## src/hdl/cpd_pkg.sv

```systemverilog
// Shared types and constants for the consecutive packet dedup block.
// No dependencies; used by every module under hdl except cpd_ram.
package cpd_pkg;

   localparam int STORE_BYTES = 4096;
   localparam int ADDR_W      = $clog2(STORE_BYTES);
   localparam int LEN_W       = 16;
   localparam int SEC_W       = 32;
   localparam int USEC_W      = 20;
   localparam int BYTE_W      = 8;
   localparam int COUNT_W     = 32;

   localparam int OUTQ_DEPTH  = 3;
   localparam int OUTQ_PTR_W  = $clog2(OUTQ_DEPTH);
   localparam int OUTQ_CNT_W  = $clog2(OUTQ_DEPTH + 1);

   localparam logic [LEN_W:0] STORE_LIMIT = (LEN_W + 1)'(STORE_BYTES);

   typedef enum logic {
      OP_HEADER = 1'b0,
      OP_DATA   = 1'b1
   } opcode_type;

   typedef struct packed {
      logic              valid;
      logic              hdr;
      logic              cmp;
      logic              finish;
      logic              hmatch;
      logic              over;
      logic [BYTE_W-1:0] data;
   } cmp_word_type;

   typedef struct packed {
      logic               is_duplicate;
      logic               oversize;
      logic [COUNT_W-1:0] dupe_count;
   } result_type;

endpackage

```

## src/hdl/cpd_outq.sv

```systemverilog
// Small result queue between the compare stage and the result channel.
// Depends on cpd_pkg.
module cpd_outq (
   input  logic                              clock,
   input  logic                              reset,
   input  logic                              push,
   input  cpd_pkg::result_type               push_res,
   input  logic                              pop,
   output logic                              head_valid,
   output cpd_pkg::result_type               head,
   output logic [cpd_pkg::OUTQ_CNT_W-1:0]    count
);

   cpd_pkg::result_type                  entry_ff [cpd_pkg::OUTQ_DEPTH];
   logic [cpd_pkg::OUTQ_PTR_W-1:0]       wr_ptr_ff, wr_ptr_in;
   logic [cpd_pkg::OUTQ_PTR_W-1:0]       rd_ptr_ff, rd_ptr_in;
   logic [cpd_pkg::OUTQ_CNT_W-1:0]       count_ff, count_in;
   logic                                 do_pop;

   function automatic logic [cpd_pkg::OUTQ_PTR_W-1:0] ptr_next(
      input logic [cpd_pkg::OUTQ_PTR_W-1:0] p);
      if (p == cpd_pkg::OUTQ_PTR_W'(cpd_pkg::OUTQ_DEPTH - 1)) begin
         return '0;
      end
      return p + cpd_pkg::OUTQ_PTR_W'(1);
   endfunction

   always_comb begin
      do_pop    = pop && (count_ff != '0);
      wr_ptr_in = push ? ptr_next(wr_ptr_ff) : wr_ptr_ff;
      rd_ptr_in = do_pop ? ptr_next(rd_ptr_ff) : rd_ptr_ff;
      count_in  = count_ff + cpd_pkg::OUTQ_CNT_W'(push) - cpd_pkg::OUTQ_CNT_W'(do_pop);
   end

   always_ff @(posedge clock) begin
      if (reset) begin
         wr_ptr_ff <= '0;
         rd_ptr_ff <= '0;
         count_ff  <= '0;
      end else begin
         wr_ptr_ff <= wr_ptr_in;
         rd_ptr_ff <= rd_ptr_in;
         count_ff  <= count_in;
      end
   end

   always_ff @(posedge clock) begin
      if (push) begin
         entry_ff[wr_ptr_ff] <= push_res;
      end
   end

   assign head_valid = (count_ff != '0);
   assign head       = entry_ff[rd_ptr_ff];
   assign count      = count_ff;

endmodule

```

## config.mk

```make
export PLATFORM = sky130hd
export DESIGN_NAME = cpd_outq
export DESIGN_NICKNAME = d
export VERILOG_FILES = /design/src/hdl/cpd_pkg.sv /design/src/hdl/cpd_outq.sv
export SDC_FILE = /design/constraint.sdc
export NUM_CORES = 1
export LEC_CHECK = 0
export BUFFER_PORTS_ARGS = -buffer_cell sky130_fd_sc_hd__buf_2
export CORE_MARGIN = 3
export CORE_UTILIZATION = 49
export CTS_CLUSTER_DIAMETER = 150
export DETAILED_ROUTE_END_ITERATION = 12
export PLACE_DENSITY = 0.74
export SYNTH_ARGS = -nofsm -noshare
export SYNTH_HDL_FRONTEND = slang
export SYNTH_SLANG_ARGS = --single-unit
```

## constraint.sdc

```tcl
create_clock -name clock -period 3.7 [get_ports clock]
set_clock_uncertainty 0.15 [all_clocks]
set_input_delay 0.37 -clock clock [delete_from_list [all_inputs] [get_ports clock]]
set_output_delay 0.37 -clock clock [all_outputs]
set_load 0.005 [all_outputs]
```

-- Word-level counts from Yosys, hierarchy flattened
Memories as Yosys holds them, arrays and structs flattened. A register that Yosys moved wholly into a read port is not among the register bits.
Cells that the tools add are included.
- mux-type cells: 10
- equality and inequality tests: 2
- $add $sub $neg: 4
- reduce and logical (&&, ||, !) cells: 2
- operators with widths (kind ; number):
    $mux W2 ; 6
    $add A2 B1 Y2 const B ; 2
    $eq A2 B2 Y1 const B ; 2
    $mux W1 ; 4
    $add A2 B1 Y2 ; 1
    $reduce_bool A2 Y1 ; 1
    $sub A2 B1 Y2 ; 1
    $logic_and A1 B1 Y1 ; 1
- memory bits (writable): 102
- memories kept: 1
- logic and storage cells: 22
- input port bits: 38
- register bits after elaboration: 6
- output and inout bits: 37
- memory list (name ; words ; bits a word ; read ports ; clocked after Yosys merged registers in ; wr ports ; line ; RTL):
    entry_ff ; 3 ; 34 ; 1 ; 1 ; 1 ; cpd_outq.sv:14 ; cpd_pkg::result_type entry_ff [cpd_pkg::OUTQ_DEPTH];

-- Longest topological paths before layout
- depth after elaboration: 5
- depth in mapped cells: 5
- mapped depth without buffers: 5

-- Worst setup path after synthesis
OpenSTA, ideal clock, no wires.
- path type: input port to flip-flop
- start point: in push
- end point: mem entry_ff[0][0] in the netlist's numbering, enable pin
- required time: 3.073 ns
- stages on the path: 1
- arrival time: 2.933 ns
- path slack: 0.140 ns
- path buffers: 0
- library setup time: 0.477 ns
- path through: nor3b_1
- cells in the longest elaborated chain, start to end: 2
- ends and longest elaborated chain (element ; line ; RTL):
    from (decl) ; cpd_outq.sv:6 ; input logic push,
    $mux W1 ; cpd_outq.sv:48 ; if (push) begin
    $mux W1 (not written as such) ; cpd_outq.sv:49 ; entry_ff[wr_ptr_ff] <= push_res;
    to (decl) ; cpd_outq.sv:14 ;
No other way between the ends.

==> impl_metrics.ini <==
[power_and_ir_drop]
clkPwrFrac_pct = 34.8
switching_share_pct = 21.0
peakVddDrop_uv = 348
power_switching_uw = 522
p_int_mw = 1.96
p_total_mw = 2.48
pwr-share-seq_pct = 58.4
p_per_area_nw_per_um2 = 516
p_leak_nw = 1.65
pwr-share-comb_pct = 6.8

[sta]
slew_headroom_pct = 25.5
hold_violations = 0
period_needed_ns = 2.59
rsz0062_at_grt = no
tightest_slew_ns = 1.12
slew_violations = 0
max_freq_ghz = 0.387
timing.hold.ws_ns = 0.0604
fin_setup_tns_ns = 0
finalSetupViolCount = 0
setup_ws_ns = 1.11
min_period_over_period_pct = 69.9

[worst_setup_path]
end_kind = output port
crit_fanout = 34
slowest_stage = dfxtp_2
crit_type = reg2out
cp.arrival_ns = 2.07
critical_path.startpoint_type = flip-flop
reg2reg_depth = 2
slowest_delay_ns = 1.09
critPathRequiredTime_ns = 3.18
critical_path.top_delay_family = flip-flops
cp_num_buf_inv = 1
crit_cells = 3
path_cells = mux2i_1 -> o21ai_0 -> buf_2

[cells_and_area]
areaGrowthSynthToFinish_pct = 17.5
stdcell_area_sq_um = 4810
post-route-util_pct = 60.7
diodes = 0
nets = 366
final_cells = 434
drive_gt1_share_pct = 30.1

[drt]
drc = 0
dr.pass1.iters = 4
drtAntennaViolNets = 0
routed_via_density = 5.03
vias = 2181
wl_per_cell_um = 15.2
first_iter_violations = 89
drt-total-wl_mm = 6.58

[yosys]
mappedNetlistArea_sq_um = 4090
synth_top_cell_by_area = edfxtp_1
synth-edff-count = 102
synth_ff_type = edfxtp_1
synth_top_area_share_pct = 74.8
synthesis.instances = 253
synth.area.top_cells = edfxtp_1 (75%), mux2i_1 (8.6%), o21ai_0 (4.3%)
ys_ff_latch = 110
synth_common_cells = edfxtp_1 (102), nand2_1 (39), mux2i_1 (35), o21ai_0 (35), dfxtp_1 (8)
synth_cell_type_count = 19
ys_seq_area_share_pct = 78.8
async_flop_share_pct = 0
synthesis.nets = 292
yosysMostFrequentCell = edfxtp_1
yosys_warnings = 0
synth_area_per_cell_sq_um = 16.2

[global_route]
antenna_found_initial = 0
grt_remaining_overflow = 0
grt_max_degree = 69
gr-usage-all-layers_pct = 14.2
grt_pass1_wl_mm = 10.6
grt_pass1_vias = 2128

[clock_tree]
clkTransAtPathRegs_ns = 0.11
clockBufferDepth = 2
cts_buffers = 9
cts_tree = done
cts_sinks = 110
insertion_delay_ns = 0.35
cts_htree_levels = 3
ctsHoldBuffers = 0
cts_setup_buffers = 0
post_cts_resized = 0
cts_root_buffer = clkbuf_8

[placement]
gp_congestion = 0.682
placed_area_sq_um = 4560
placed_cells = 418
hpwlAfterDp_mm = 3.75
port_buffers = 74
place_ws_ns = 1.48

[floorplan]
die_w_um = 97.4
fp.dieH_um = 97.4
coreArea_sq_um = 7930
row_count = 32
io-pin-count = 75
dieArea_sq_um = 9480
start_util_pct = 51.6

[status]
status = finished clean

[hold_path]
hold_path_class = in2reg
hold_depth = 1

[run]
cap_violations = 0
[placed cells by master, fill, tap and decap left out, types with 2 or more instances in the layout]
cell type  instances
buf_2             74
inv_6              2
inv_1              2
o21ai_0           35
dfxtp_1            6
mux2_2             2
bufinv_16          3
nand2_1           39
edfxtp_1         102
a21oi_1            5
mux2i_1           35
nor2_1             3
clkbuf_8           9
dfxtp_2            2
nor2_4             2
nor2b_1            2
[cell type report]
cell class,instances,area (sq um)
Sequential cell,110,3230
Fill cell,622,3120
Multi-Input combinational cell,129,821
Timing Repair Buffer,75,378
Clock inverter,7,128
Tap cell,102,128
Clock buffer,9,124
Inverter,2,7.51
[worst register-to-register path: stages (launching register included)]
cell and delay (ns):
dfxtp_1 0.45, nand2_1 0.12, nor2_4 0.84
[flip-flops by register name, indices dropped and copies added (netlist names), named ones only]
name       cells
wr_ptr_ff      2
rd_ptr_ff      2
count          2
entry_ff     102
[power by group through the flow]
| stage | combinational, mW | sequential (mW) | clock (mW) |
|---|---|---|---|
| after floorplan | 0.0989 | 1.46 | 0 |
| after global placement | 0.169 | 1.48 | 0 |
| after detailed placement | 0.172 | 1.48 | 0 |
| after CTS | 0.173 | 1.45 | 0.881 |
| after global routing | 0.189 | 1.46 | 0.935 |
| final | 0.169 | 1.45 | 0.863 |
[routing by layer]
layer  vias up  routed length, um  global-route usage (%)
li1       1093                  -                       -
met1      1028               2940                    18.8
met2        53               3280                    23.2
met3         7                279                    2.87
met4         0                 76                    5.43
met5         -                  0                       0
[path summary, 6_finish.rpt]
| path | startpoint | end | slack, ns |
|---|---|---|---|
| worst min register to register | rd_ptr_ff[0] | flip-flop | 0.35 |
| worst max-delay path | flip-flop | head[29] | 1.11 |
| worst max register to register | wr_ptr_ff[1] | entry_ff[2][12] | 1.76 |
| worst min-delay path | push_res[30] | entry_ff[1][30] | 0.06 |
[kinds of logic (layout without fill, tap and decap cells)]
family / after synthesis / in the layout / share of synthesized area [%]
AO/OA/AOI/OAI: 41 / 41 / 5.11
AND/OR/NAND/NOR: 50 / 50 / 5.04
buffers and inverters: 14 / 93 / 1.68
adder cells (fa/ha/maj): 1 / 1 / 0.306
multiplexers: 37 / 37 / 9.11
flip-flops: 110 / 110 / 78.8
No activity file was read; power rests on OpenSTA's default activity.
