File: config.mk
export PLATFORM = sky130hd
export DESIGN_NAME = cpd_cmp
export DESIGN_NICKNAME = d
export VERILOG_FILES = /design/src/hdl/cpd_pkg.sv /design/src/hdl/cpd_cmp.sv
export SDC_FILE = /design/constraint.sdc
export NUM_CORES = 1
export LEC_CHECK = 0
export BUFFER_PORTS_ARGS = -buffer_cell sky130_fd_sc_hd__clkbuf_2
export CAP_MARGIN = 20
export CORE_MARGIN = 2
export CORE_UTILIZATION = 48
export CTS_CLUSTER_DIAMETER = 120
export DETAILED_ROUTE_END_ITERATION = 10
export PLACE_DENSITY = 0.76
export SLEW_MARGIN = 40
export SYNTH_ARGS = -nofsm -noshare
export SYNTH_HDL_FRONTEND = slang
export SYNTH_SLANG_ARGS = --single-unit
File: constraint.sdc
create_clock -name clock -period 2.9 [get_ports clock]
set_input_delay 0.145 -clock clock [delete_from_list [all_inputs] [get_ports clock]]
set_output_delay 0.145 -clock clock [all_outputs]
set_load 0.03 [all_outputs]
File: src/hdl/cpd_pkg.sv
// Shared types and constants for the consecutive packet dedup block.
// No dependencies; used by every module under hdl except cpd_ram.
package cpd_pkg;

   localparam int STORE_BYTES = 4096;
   localparam int ADDR_W      = $clog2(STORE_BYTES);
   localparam int LEN_W       = 16;
   localparam int SEC_W       = 32;
   localparam int USEC_W      = 20;
   localparam int BYTE_W      = 8;
   localparam int COUNT_W     = 32;

   localparam int OUTQ_DEPTH  = 3;
   localparam int OUTQ_PTR_W  = $clog2(OUTQ_DEPTH);
   localparam int OUTQ_CNT_W  = $clog2(OUTQ_DEPTH + 1);

   localparam logic [LEN_W:0] STORE_LIMIT = (LEN_W + 1)'(STORE_BYTES);

   typedef enum logic {
      OP_HEADER = 1'b0,
      OP_DATA   = 1'b1
   } opcode_type;

   typedef struct packed {
      logic              valid;
      logic              hdr;
      logic              cmp;
      logic              finish;
      logic              hmatch;
      logic              over;
      logic [BYTE_W-1:0] data;
   } cmp_word_type;

   typedef struct packed {
      logic               is_duplicate;
      logic               oversize;
      logic [COUNT_W-1:0] dupe_count;
   } result_type;

endpackage

File: src/hdl/cpd_cmp.sv
// Compare stage: checks the stored byte against the new one, keeps the match
// flag and the duplicate count, and forms the result. Depends on cpd_pkg.
module cpd_cmp (
   input  logic                        clock,
   input  logic                        reset,
   input  cpd_pkg::cmp_word_type       s1,
   input  logic [cpd_pkg::BYTE_W-1:0]  rd_data,
   output logic                        push,
   output cpd_pkg::result_type         res
);

   logic                         bm_ff, bm_in;
   logic [cpd_pkg::COUNT_W-1:0]  cnt_ff, cnt_in;
   logic                         bm_now;
   logic                         dup;
   logic [cpd_pkg::COUNT_W-1:0]  cnt_now;

   always_comb begin
      bm_now  = (s1.hdr || bm_ff) && !(s1.cmp && (rd_data != s1.data));
      dup     = s1.finish && s1.hmatch && bm_now && !s1.over;
      cnt_now = cnt_ff + cpd_pkg::COUNT_W'(dup);
      bm_in   = bm_ff;
      cnt_in  = cnt_ff;
      if (s1.valid) begin
         bm_in  = bm_now;
         cnt_in = cnt_now;
      end
      push             = s1.valid && s1.finish;
      res.is_duplicate = dup;
      res.oversize     = s1.over;
      res.dupe_count   = cnt_now;
   end

   always_ff @(posedge clock) begin
      if (reset) begin
         bm_ff  <= 1'b1;
         cnt_ff <= '0;
      end else begin
         bm_ff  <= bm_in;
         cnt_ff <= cnt_in;
      end
   end

endmodule

; ---- Word level (Yosys, flattened, before mapping)
; Cells that the tools add are included.
[totals]
word_cells = 13
inputBits = 24
mem_count = 0
mem_bits_rw = 0
latchBits = 0
romBits = 0
ff_bits = 33
output_inout_bits = 35
[classes]
order_cmp = 0
n_mul = 0
shifts = 0
n_addsub = 1
muxes = 0
n_reduce_logical = 9
n_div = 0
n_eq_ne = 1
bitwise = 0
[ops]
columns = cell, n
row1 = adder 32 x 1 -> 32 bit, 1
row2 = != test 8 bit, 1
row3 = logical AND 1 bit, 6
row4 = zero test 1 bit, 2
row5 = logical OR 1 bit, 1

; ---- Logic depth before layout (Yosys ltp)
[logic_depth]
depth_word = 7
ltp_mapped = 11
ltp_nobuf = 10

; ---- Least setup slack after synthesis
; OpenSTA, ideal clock, no wires.
[synth_path]
path_kind = input to output
startpoint = in s1[4] (netlist name)
endpoint = out res[22] (netlist name)
arrival_time_ns = 2.879
path_buffers = 0
t_required_ns = 2.755
path_stages = 10
setup_slack_ns = -0.124
cell_sequence = xor2_1 nor4_1 a21boi_0 nor3_1 ha_1 ha_1 nand4_1 nor4_1 nand4bb_1 xnor2_1
[synth_rtl]
columns = item, line_no
row1 = start: declaration, cpd_cmp.sv:6  ; input cpd_pkg::cmp_word_type s1,
row2 = end: declaration, cpd_cmp.sv:9  ; output cpd_pkg::result_type res

==> results.yml <==
outcome:
  status: "finished clean"
logic_synthesis:
  netlist_area_um2: 2260
  synth_cell_types: 34
  net_count_after_synthesis: 311
  ys_seq_elements: 33
  postSynthCellCount: 285
  synth_warnings: 0
  post_synth.cell_area_avg_um2: 7.95
  ys_top_cells_by_area: "sky130_fd_sc_hd__dfxtp_1, sky130_fd_sc_hd__xnor2_1, sky130_fd_sc_hd__xor2_1"
  netlist.area_leader.share_pct: 29.2
  synth_largest_area_cell: "sky130_fd_sc_hd__dfxtp_1"
  synth-seq-area-share_pct: 29.2
clocking:
  number_of_hold_buffers_added_after_cts: 0
  cts_max_path_buffers: 2
  tritoncts: "built"
  tritoncts.num_buffers: 5
  htreeDepth: 2
  cell_at_the_root_of_the_clock_tree: "sky130_fd_sc_hd__clkbuf_8"
  clock_latency_ns: 0.30
  clock-sinks: 33
  cts.reportedPaths.clkPinSlew_ns: 0.07
global_routing:
  grt.total_usage_pct: 24.0
  number_of_global_route_vias_before_repair: 2181
  grt_antenna_before_repair: 0
  globalRoute.totalOverflow: 0
  grt_max_degree: 40
  first_pass_grt_wire_length_mm: 9.96
cells_and_area:
  fillers: 378
  syn2layout_area_growth_pct: 27.5
  num-nets-final: 370
  antenna-diode-count: 0
  post_route_cells_drive_above_1_share_pct: 31.9
  layout.core_utilization_pct: 64.9
  final-seq-area_um2: 661
  multi_input_comb_area_um2: 1610
critical_path:
  regToRegEndpoint: "cnt_ff[30]"
  setup.worst_path.class: "input port to output port"
  crit_path_start: "s1[0]"
  setup.reg_to_reg.worst_slack_ns: 0.36
  critPathCapture: "res[27]"
  critPathLaunchType: "input port"
  worst_r2r_startpoint: "bm_ff"
  worstPathArrival_ns: 2.62
  rr_worst_depth: 8
  end_kind: "output port"
  path_max_fanout: 5
  worst-endpoint-required_ns: 2.76
power:
  power.static_leakage_uw: 0.00118
  p_seq_share_pct: 53.4
  peakVddDrop_mv: 0.278
  power.net_switching_uw: 208
  power.share.combinational_pct: 6.4
  p_sw_share_pct: 24.4
  cell_internal_pwr_uw: 644
  post-layout-total-power_uw: 852
  power_frac_clock_pct: 40.2
  power-per-cell-area_nw_per_um2: 295
run:
  drv.max_cap_violation_count: 0
sta:
  max_freq_mhz: 362
  setup_total_negative_slack_ns: 0
  worst_slew_pin_slew_ns: 0.719
  timing.max_slew.rel_slack_pct: 52.1
  setup_violations: 0
  layout_worst_path_cycle_share_pct: 95.2
  final_hold_slack_ns: 0.158
  count_of_final_hold_check_violations: 0
  final.setup_skew_ns: 0.00775
  rsz0062_at_grt: "yes"
  period_needed_ns: 2.76
  timing.final.max_slew_violations: 0
floorplan:
  rows: 24
  ports_placed_on_the_boundary: 59
  start_util_pct: 51.0
  floorplan.die_area_um2: 5280
  dieHeight_um: 72.7
  fp.dieW_um: 72.7
  floorplan.core_area_um2: 4440
placement:
  io_buffer_count: 58
  dp_hpwl_mm: 4.28
  globalplace.congestion: 0.898
routing:
  number_of_antenna_violating_nets_in_the_routed_design: 0
  wire_length_after_detailed_routing_mm: 5.96
  routed_via_density: 5.73
  wire_per_inst_um: 15.0
  drc: 0
  dr.pass1.iters: 4
  via_count: 2275
  detailedRoute.firstIterationViolations: 187
worst_hold_path:
  min-delay-path-class: "input port to flip-flop"
==> sequential cells by signal (all words and copies together) (netlist names) <==
register and cells:
cnt_ff 32, bm_ff 1
==> power groups by stage <==
stage,clock [uW],combinational (uW),sequential (uW)
after floorplan,0,29.4,465
after global placement,0,52.5,465
after detailed placement,0,53.5,465
after CTS,350,54.2,455
after global routing,369,60.3,455
final,342,54.5,455
==> metrics by stage <==
| stage | cells | instance area (um^2) | worst slack, ns |
|---|---|---|---|
| after floorplan | 285 | 2320 | 0.00568 |
| after global placement | 388 | 2690 | -0.0585 |
| after detailed placement | 388 | 2690 | -0.191 |
| after CTS | 396 | 2790 | 0.000523 |
| after global routing | 397 | 2890 | -0.0505 |
| final | 397 | 2890 | 0.140 |
==> synthesized netlist by cell type (all sizes together) <==
library cell   n
a211oi         1
a21boi         1
a21oi         13
a31oi          1
and2           4
and3           4
and4           6
buf           14
clkbuf        10
clkinv         1
dfxtp         33
ha             2
inv            3
mux2           5
mux2i          2
nand2         17
nand3         22
nand4         16
nand4bb        1
nor2          23
nor2b          5
nor3           6
nor4          11
o211ai         2
o21ai          3
o31ai         10
or3            5
or4           15
xnor2         26
xor2          23
==> metal layers <==
layer | wire (um) | global-route usage [%] | share of wire (%)
met5 | 0 | 0 | 0
met4 | 87 | 9.05 | 1.5
met3 | 329 | 5.39 | 5.5
met2 | 2910 | 38.3 | 49
met1 | 2640 | 31.8 | 44
==> worst max-delay path: stages <==
cell	delay (ns)
sky130_fd_sc_hd__clkbuf_2	0.09
sky130_fd_sc_hd__xor2_1	0.15
sky130_fd_sc_hd__nor4_1	0.29
sky130_fd_sc_hd__a21boi_1	0.13
sky130_fd_sc_hd__nor3_2	0.23
sky130_fd_sc_hd__ha_2	0.25
sky130_fd_sc_hd__buf_4	0.12
sky130_fd_sc_hd__nand3_2	0.10
sky130_fd_sc_hd__buf_4	0.17
sky130_fd_sc_hd__buf_4	0.14
sky130_fd_sc_hd__nor3_2	0.14
sky130_fd_sc_hd__buf_4	0.16
sky130_fd_sc_hd__nand3_1	0.08
sky130_fd_sc_hd__xnor2_1	0.22
sky130_fd_sc_hd__buf_4	0.20
==> worst min path at each step <==
stage | depth (start not counted) | to | from
after floorplan | 2 | cnt_ff[12] | reset
after global placement | 3 | bm_ff | s1[12]
after detailed placement | 3 | bm_ff | s1[12]
after CTS | 3 | bm_ff | s1[12]
after global routing | 3 | bm_ff | s1[12]
final | 3 | bm_ff | s1[12]
==> cells by family (layout without fill, tap and decap cells) <==
group	Yosys count	after routing	synth area share [%]
adders and majority gates	2	2	1.10
AOI/OAI and AO/OA	31	31	8.45
and+or+nand+nor	135	135	33.3
xor gates and xnor gates	49	49	19.0
DFF	33	33	29.2
muxes	7	7	3.37
buffers and inverters	28	88	5.64
==> cell type report <==
cell class                      instances  share of cell area [%]
Multi-Input combinational cell        224                    55.9
Tap cell                               52                    2.25
Clock buffer                            6                    2.51
Clock inverter                          2                   0.347
Timing Repair Buffer                   76                    15.6
Sequential cell                        33                    22.9
Inverter                                4                   0.520
==> layout by cell type (no fill, tap or decap), types with 2 or more instances in the layout <==
| cell | instances |
|---|---|
| sky130_fd_sc_hd__mux2_2 | 5 |
| sky130_fd_sc_hd__and2_1 | 4 |
| sky130_fd_sc_hd__or4_4 | 2 |
| sky130_fd_sc_hd__dfxtp_1 | 33 |
| sky130_fd_sc_hd__nor3_1 | 3 |
| sky130_fd_sc_hd__clkinv_2 | 2 |
| sky130_fd_sc_hd__nor4_1 | 7 |
| sky130_fd_sc_hd__o31ai_1 | 10 |
| sky130_fd_sc_hd__or3_1 | 4 |
| sky130_fd_sc_hd__and4_1 | 5 |
| sky130_fd_sc_hd__buf_2 | 5 |
| sky130_fd_sc_hd__xnor2_2 | 7 |
| sky130_fd_sc_hd__nand2_1 | 16 |
| sky130_fd_sc_hd__nor2b_1 | 5 |
| sky130_fd_sc_hd__o211ai_1 | 2 |
| sky130_fd_sc_hd__xor2_1 | 23 |
| sky130_fd_sc_hd__inv_1 | 3 |
| sky130_fd_sc_hd__a21oi_1 | 13 |
| sky130_fd_sc_hd__o21ai_0 | 3 |
| sky130_fd_sc_hd__clkbuf_2 | 45 |
| sky130_fd_sc_hd__clkbuf_8 | 5 |
| sky130_fd_sc_hd__nand3_1 | 21 |
| sky130_fd_sc_hd__and3_1 | 4 |
| sky130_fd_sc_hd__buf_4 | 24 |
| sky130_fd_sc_hd__nor4_2 | 3 |
| sky130_fd_sc_hd__nor2_1 | 23 |
| sky130_fd_sc_hd__or4_1 | 13 |
| sky130_fd_sc_hd__xnor2_1 | 19 |
| sky130_fd_sc_hd__nor3_2 | 2 |
| sky130_fd_sc_hd__mux2i_1 | 2 |
| sky130_fd_sc_hd__nand4_1 | 16 |
==> timing repair <==
action                     4_1_cts  5_1_grt
gates resized for setup          7       34
pin swaps                        1        6
setup buffers                    0        1
setup endpoints to repair        5       21
gates cloned                     0        0
Power figures use the tool's default switching activity.
