**src/hdl/cpd_pkg.sv**
```systemverilog
// Shared types and constants for the consecutive packet dedup block.
// No dependencies; used by every module under hdl except cpd_ram.
package cpd_pkg;

   localparam int STORE_BYTES = 4096;
   localparam int ADDR_W      = $clog2(STORE_BYTES);
   localparam int LEN_W       = 16;
   localparam int SEC_W       = 32;
   localparam int USEC_W      = 20;
   localparam int BYTE_W      = 8;
   localparam int COUNT_W     = 32;

   localparam int OUTQ_DEPTH  = 3;
   localparam int OUTQ_PTR_W  = $clog2(OUTQ_DEPTH);
   localparam int OUTQ_CNT_W  = $clog2(OUTQ_DEPTH + 1);

   localparam logic [LEN_W:0] STORE_LIMIT = (LEN_W + 1)'(STORE_BYTES);

   typedef enum logic {
      OP_HEADER = 1'b0,
      OP_DATA   = 1'b1
   } opcode_type;

   typedef struct packed {
      logic              valid;
      logic              hdr;
      logic              cmp;
      logic              finish;
      logic              hmatch;
      logic              over;
      logic [BYTE_W-1:0] data;
   } cmp_word_type;

   typedef struct packed {
      logic               is_duplicate;
      logic               oversize;
      logic [COUNT_W-1:0] dupe_count;
   } result_type;

endpackage

```
**src/hdl/cpd_track.sv**
```systemverilog
// Front stage: header registers, byte index and store addressing.
// Depends on cpd_pkg; feeds cpd_cmp with one compare word per access.
module cpd_track (
   input  logic                          clock,
   input  logic                          reset,
   input  logic                          accept,
   input  logic                          opcode,
   input  logic [cpd_pkg::SEC_W-1:0]     ts_seconds,
   input  logic [cpd_pkg::USEC_W-1:0]    ts_micros,
   input  logic [cpd_pkg::LEN_W-1:0]     captured_length,
   input  logic [cpd_pkg::LEN_W-1:0]     wire_length,
   input  logic [cpd_pkg::BYTE_W-1:0]    data_byte,
   output logic                          ram_we,
   output logic [cpd_pkg::ADDR_W-1:0]    ram_addr,
   output cpd_pkg::cmp_word_type         s1
);

   logic [cpd_pkg::SEC_W-1:0]  prev_sec_ff, prev_sec_in;
   logic [cpd_pkg::USEC_W-1:0] prev_usec_ff, prev_usec_in;
   logic [cpd_pkg::LEN_W-1:0]  prev_cap_ff, prev_cap_in;
   logic [cpd_pkg::LEN_W-1:0]  prev_wire_ff, prev_wire_in;
   logic                       prev_valid_ff, prev_valid_in;
   logic                       hmatch_ff, hmatch_in;
   logic [cpd_pkg::LEN_W-1:0]  idx_ff, idx_in;
   logic [cpd_pkg::LEN_W-1:0]  len_ff, len_in;
   cpd_pkg::cmp_word_type      s1_ff, s1_in;

   logic                       is_data;
   logic                       in_prog;
   logic                       in_store;
   logic                       len_over;
   logic [cpd_pkg::LEN_W-1:0]  idx_inc;
   logic                       last;
   logic                       hdr_match;

   always_comb begin
      is_data   = (cpd_pkg::opcode_type'(opcode) == cpd_pkg::OP_DATA);
      in_prog   = idx_ff < len_ff;
      in_store  = {1'b0, idx_ff} < cpd_pkg::STORE_LIMIT;
      len_over  = {1'b0, len_ff} > cpd_pkg::STORE_LIMIT;
      idx_inc   = idx_ff + cpd_pkg::LEN_W'(1);
      last      = idx_inc == len_ff;
      hdr_match = prev_valid_ff && (ts_seconds == prev_sec_ff) &&
                  (ts_micros == prev_usec_ff) && (captured_length == prev_cap_ff) &&
                  (wire_length == prev_wire_ff);

      prev_sec_in   = prev_sec_ff;
      prev_usec_in  = prev_usec_ff;
      prev_cap_in   = prev_cap_ff;
      prev_wire_in  = prev_wire_ff;
      prev_valid_in = prev_valid_ff;
      hmatch_in     = hmatch_ff;
      idx_in        = idx_ff;
      len_in        = len_ff;
      s1_in         = '0;
      s1_in.data    = data_byte;

      if (accept && !is_data) begin
         prev_sec_in   = ts_seconds;
         prev_usec_in  = ts_micros;
         prev_cap_in   = captured_length;
         prev_wire_in  = wire_length;
         prev_valid_in = (captured_length == '0);
         hmatch_in     = hdr_match;
         idx_in        = '0;
         len_in        = captured_length;
         s1_in.valid   = 1'b1;
         s1_in.hdr     = 1'b1;
         s1_in.finish  = (captured_length == '0);
         s1_in.hmatch  = hdr_match;
      end else if (accept && in_prog) begin
         idx_in        = idx_inc;
         s1_in.valid   = 1'b1;
         s1_in.cmp     = in_store;
         s1_in.finish  = last;
         s1_in.hmatch  = hmatch_ff;
         s1_in.over    = len_over;
         if (last) begin
            prev_valid_in = !len_over;
         end
      end
   end

   always_ff @(posedge clock) begin
      if (reset) begin
         prev_sec_ff   <= '0;
         prev_usec_ff  <= '0;
         prev_cap_ff   <= '0;
         prev_wire_ff  <= '0;
         prev_valid_ff <= 1'b0;
         hmatch_ff     <= 1'b0;
         idx_ff        <= '0;
         len_ff        <= '0;
         s1_ff         <= '0;
      end else begin
         prev_sec_ff   <= prev_sec_in;
         prev_usec_ff  <= prev_usec_in;
         prev_cap_ff   <= prev_cap_in;
         prev_wire_ff  <= prev_wire_in;
         prev_valid_ff <= prev_valid_in;
         hmatch_ff     <= hmatch_in;
         idx_ff        <= idx_in;
         len_ff        <= len_in;
         s1_ff         <= s1_in;
      end
   end

   assign ram_we   = accept && is_data && in_prog && in_store;
   assign ram_addr = idx_ff[cpd_pkg::ADDR_W-1:0];
   assign s1       = s1_ff;

endmodule

```
**config.mk**
```make
export PLATFORM = sky130hd
export DESIGN_NAME = cpd_track
export DESIGN_NICKNAME = d
export VERILOG_FILES = /design/src/hdl/cpd_pkg.sv /design/src/hdl/cpd_track.sv
export SDC_FILE = /design/constraint.sdc
export NUM_CORES = 1
export LEC_CHECK = 0
export BUFFER_PORTS_ARGS = -buffer_cell sky130_fd_sc_hd__buf_4
export CAP_MARGIN = 40
export CELL_PAD_IN_SITES_DETAIL_PLACEMENT = 0
export CELL_PAD_IN_SITES_GLOBAL_PLACEMENT = 1
export CORE_UTILIZATION = 37
export CTS_CLUSTER_SIZE = 20
export DETAILED_ROUTE_END_ITERATION = 6
export PLACE_DENSITY_LB_ADDON = 0.15
export SKIP_CTS_REPAIR_TIMING = 1
export SLEW_MARGIN = 15
export SYNTH_ARGS = -nofsm -noshare
export SYNTH_HDL_FRONTEND = slang
export SYNTH_SLANG_ARGS = --single-unit
```
**constraint.sdc**
```tcl
create_clock -name clock -period 2.7 [get_ports clock]
set_clock_uncertainty 0.15 [all_clocks]
set_input_delay 0.135 -clock clock [delete_from_list [all_inputs] [get_ports clock]]
set_output_delay 0.135 -clock clock [all_outputs]
set_load 0.01 [all_outputs]
```
# Yosys cells after proc, flatten, opt, wreduce, memory -nomap -nowiden
# Cells that the tools add are included.
# word_totals
reg_bits	116
inputBits	96
output_inout_bits	27
word_cells	49
# op_classes
n_addsub	1
n_lt_le_gt_ge	3
n_eq_ne	5
muxes	8
bitwise_logic	1
n_reduce_logical	17
# ops
cell	n
$eq A16 B16 Y1	3
$eq A32 B32 Y1	1
$eq A20 B20 Y1	1
$add A16 B1 Y16 const B	1
$gt A16 B13 Y1 const B	1
$logic_not A16 Y1	1
$lt A16 B13 Y1 const B	1
$lt A16 B16 Y1	1
$logic_and A1 B1 Y1	9
$mux W1	6
$reduce_bool A2 Y1	2
$mux W3	1
$reduce_or A3 Y1	1
$logic_not A1 Y1	2
$mux W2	1
$reduce_and A2 Y1	1
$reduce_or A2 Y1	1
$not A1 Y1	1

# Depth between registers and ports, before layout
# depth
depth_word	6
depth_mapped	11
depth_no_buf	9

# Worst setup path after synthesis
# Ideal clock, no wire load.
# synth_path
path_type	reg-to-reg
startpoint	register len_ff[10] (netlist bit)
endpoint	register idx_ff[13] (netlist bit)
setup_ps	128
arrival_time_ps	2275
required_time_ps	2422
setup_slack_ps	147
path_stages_with_launch	12
n_path_buf	2
period_less_slack_ps	2553
cell_sequence	dfxtp_1 -> clkbuf_1 -> inv_1 -> ha_1 -> o21ai_0 -> nor2_1 -> nor4_1 -> a21oi_1 -> clkbuf_1 -> nor4_1 -> xnor2_1 -> nor2_1
# synth_via
elab_chain_len	2
# synth_lines
element	line_no	text
start, declared	cpd_track.sv:25	logic [cpd_pkg::LEN_W-1:0] len_ff, len_in;
start signal, assigned	cpd_track.sv:103	len_ff <= len_in;
$lt A16 B16 Y1	cpd_track.sv:38	in_prog = idx_ff < len_ff;
$logic_and A1 B1 Y1	cpd_track.sv:71	end else if (accept && in_prog) begin
end signal, assigned	cpd_track.sv:102	idx_ff <= idx_in;
end, declared	cpd_track.sv:24	logic [cpd_pkg::LEN_W-1:0] idx_ff, idx_in;
# Every way passes these cells.
# A chain may end at the register's enable or synchronous reset.

# Worst setup path after layout
# layout_path
startpoint	register len_ff[9] (netlist bit)
endpoint	output port ram_we
# layout_via
elab_chain_len	3
# layout_lines
element	line_no	text
$lt A16 B16 Y1	cpd_track.sv:38	
$logic_and A1 B1 Y1 (2 in a row)	cpd_track.sv:108	assign ram_we = accept && is_data && in_prog && in_store;
end, declared	cpd_track.sv:13	output logic ram_we,
# Every way passes these cells.

==> results by group <==
Yosys
  – Cell count after synthesis: 779
  – Ys async rst share: 0%
  – Synth Area in Compound Gates: 10.65%
  – Post-synthesis mux area share: 0.3253%
  – Synth Cell Area: 6153 um^2
  – Number of synthesis warnings: 0
  – Yosys cell types: 48
  – Post-synthesis xor/xnor area fraction: 16.51%
  – Post-Syn Nets: 892
  – Post-synth EDFFs: 0
  – Mean Syn Cell Area: 7.899 um^2
  – Synth Flop Type: dfxtp_1
  – Simple-gate share of the synthesized area: 25.25%
  – Sequential area share after synthesis: 37.74%
  – Yosys reg bits: 116
  – Post-synthesis adder-cell area fraction: 3.457%
  – Largest family of logic cells by synthesized area: simple AND/OR/NAND/NOR gates

Floorplan
  – DIE HEIGHT: 131.0 um
  – Die Wd: 131.0 um
  – Rows: 46
  – Initial Util: 38.32%
  – Top-level port count: 123
  – Core Area: 16060 um^2
  – DIE AREA: 17150 um^2

Timing
  – Final period util: 96.99%
  – Worst slew margin: 47.57%
  – Fin Hold WS: 0.1298 ns
  – Worst Tran Pin Value: 0.7865 ns
  – Final Critical Period: 2.619 ns
  – F_max: 381.9 MHz
  – Setup TNS: 0 ns
  – Final setup margin: 0.08137 ns
  – Slew Limit Fails: 0
  – Final setup fails: 0
  – Final hold vios: 0

GRT
  – Remaining Overflow, GRT: 0
  – Antenna violations before repair: 0
  – First-pass GRT wire length: 27.77 mm
  – Largest net degree at the start of global routing: 78
  – Total Routing Usage GR: 21.54%
  – Vias in the first global route: 5469

Route
  – Total wire length: 19.03 mm
  – Final ANT Viol Nets: 0
  – Drt via density: 4.948
  – Initial DRC count: 326
  – DRC viols: 0
  – Via count: 6175
  – WL per Instance: 15.24 um
  – Initial DRT Pass Iterations: 4

Worst setup path
  – Largest stage delay, worst path: 0.37 ns
  – WP buf/inv: 2
  – Nature of the critical path endpoint: primary output
  – Crit-path max FO: 4
  – CP required: 2.41 ns
  – Crit path kind: register to primary output
  – CP Data Arrival Time: 2.33 ns
  – CP cell instances: inv_1 > ha_4 > a211oi_2 > nor2_1 > nor4_2 > a21oi_4 > nor2_4 > and3_4 > buf_4
  – Delay-heaviest family, CP: simple AND/OR/NAND/NOR gates
  – CP max stage cell: nor4_2
  – Worst setup SP type: register

Place
  – IO buf count: 122
  – RePlAce Congestion: 0.8737
  – DP HPWL: 13.26 mm
  – Pre-CTS setup slack: 0.01619 ns

Pwr
  – Peak supply drop: 0.4516 mV
  – Switching power of the nets: 0.001297 W
  – P_int: 0.003586 W
  – Clk pwr share: 46.4%
  – Net Sw Frac: 26.57%
  – PD cells: 525.9 nW/um^2
  – Gate power share: 16.1%
  – Leak: 3.718 nW
  – Part of the power in registers: 37.5%

Layout
  – Post-layout util: 57.82%
  – Diodes inserted: 0
  – Nets: 1132
  – Share of cells above drive strength 1: 21.90%
  – Area growth syn-to-layout: 50.89%

Clock tree
  – Clk buf depth: 2
  – Worst skew pair latency: 0.42 ns
  – Clk root buf: clkbuf_16
  – Sinks on Clock Net: 116
  – Clock-pin slew on the worst setup and hold paths: 0.06 ns
  – CTS H-tree lvls: 4
  – CTS tree: yes
  – TritonCTS buffer count: 17

Outcome
  – Status: completed

Flow run
  – Max_cap viols: 0

Hold path
  – Hold Path Class: input pin to register
[power by group through the flow]
| stage | Sequential [W] | Combinational (W) | Clock (W) |
|---|---|---|---|
| global route | 0.00184 | 0.000859 | 0.00241 |
| detailed placement | 0.00187 | 0.000624 | 0 |
| global placement | 0.00186 | 0.000614 | 0 |
| floorplan | 0.00187 | 0.000326 | 0 |
| finish | 0.00183 | 0.000789 | 0.00226 |
| CTS | 0.00183 | 0.000627 | 0.00232 |
[per-stage QoR]
stage	cell area, um^2	total power [W]	cells
after global routing	9285	0.005101	1248
after CTS	7935	0.004774	1125
after detailed placement	7342	0.002490	1093
after floorplan	6153	0.002193	779
after global placement	7342	0.002476	1093
final	9285	0.004883	1248
[worst reg2reg max path, stage by stage (launching register included)]
cell	delay [ns]
dfxtp_4	0.35
inv_1	0.09
ha_4	0.21
a211oi_2	0.22
nor2_1	0.08
nor4_2	0.37
a21oi_4	0.13
buf_4	0.16
buf_4	0.14
nor4_1	0.33
xnor2_1	0.16
nor2_1	0.05
[final timing paths]
kind | start | to | slack [ns] | depth (start not counted)
max reg2reg | len_ff[9]$_SDFFE_PP0P_ | idx_ff[6]$_SDFFE_PP0P_ | 0.12 | 11
min reg2reg | hmatch_ff$_SDFFE_PP0P_ | hmatch_ff$_SDFFE_PP0P_ | 0.31 | 2
min | accept | len_ff[11]$_SDFFE_PP0P_ | 0.13 | 4
max | len_ff[9]$_SDFFE_PP0P_ | ram_we | 0.08 | 9
[cell families (layout without fill, tap and decap cells)]
family	Yosys count	in the layout
flip-flops	116	116
multiplexers	2	2
buffers and inverters	80	333
AO/OA/AOI/OAI	119	119
XOR/XNOR	116	116
AND/OR/NAND/NOR	329	329
adder cells (fa/ha/maj)	17	17
[area by class of cell]
| cell class | instances | area [um^2] |
|---|---|---|
| well taps | 216 | 270.3 |
| inverters | 18 | 67.56 |
| clock inverters | 15 | 167.7 |
| repair buffers | 283 | 2442 |
| flip-flops and latches | 116 | 2336 |
| multi-input cells | 583 | 3576 |
| clock buffers | 17 | 425.4 |
| fillers | 1491 | 6773 |
[synth_stat cells, types with 3 or more instances]
library cell,n,share of area [%]
nand2_1,181,11
dfxtp_1,116,38
a21oi_1,93,7.6
xnor2_1,72,10
xor2_1,44,6.3
nor4_1,39,4.0
clkbuf_1,36,2.2
nor2_1,29,1.8
nand4_1,21,2.1
inv_1,18,1.1
ha_1,17,3.5
nor3_1,14,1.1
buf_4,12,1.5
nand3_1,10,0.81
nor2b_1,10,1.0
buf_1,7,0.43
o21ai_0,6,0.49
nand2b_1,5,0.51
a211oi_1,3,0.37
a31oi_1,3,0.31
buf_2,3,0.24
buf_6,3,0.55
o211ai_1,3,0.37
or3_1,3,0.31
or4_1,3,0.37
[placed cells by master (no fill, tap or decap), drive strengths merged, types with 21 or more instances in the layout]
cell type	Yosys	routed
dfxtp	116	116
nand2	182	182
inv	18	26
nand4	21	21
nor2	29	29
dlygate4sd3	0	119
xnor2	72	72
xor2	44	44
a21oi	93	93
buf	25	164
nor4	39	39
[state kept, by name (all words and copies together) (netlist names)]
signal,flops
hmatch_ff,1
idx_ff,16
len_ff,16
prev_sec_ff,32
prev_usec_ff,20
prev_valid_ff,1
prev_wire_ff,16
s1,14
[metal layers]
metal  wire (um)  GRT usage, %  up-vias
met5           0             0        -
met4         448         7.573        0
met3         709         6.189       29
met2        9952         38.22      140
met1        7915         24.57     2900
li1            -             -     3106
(Power assumes the default switching activity.)
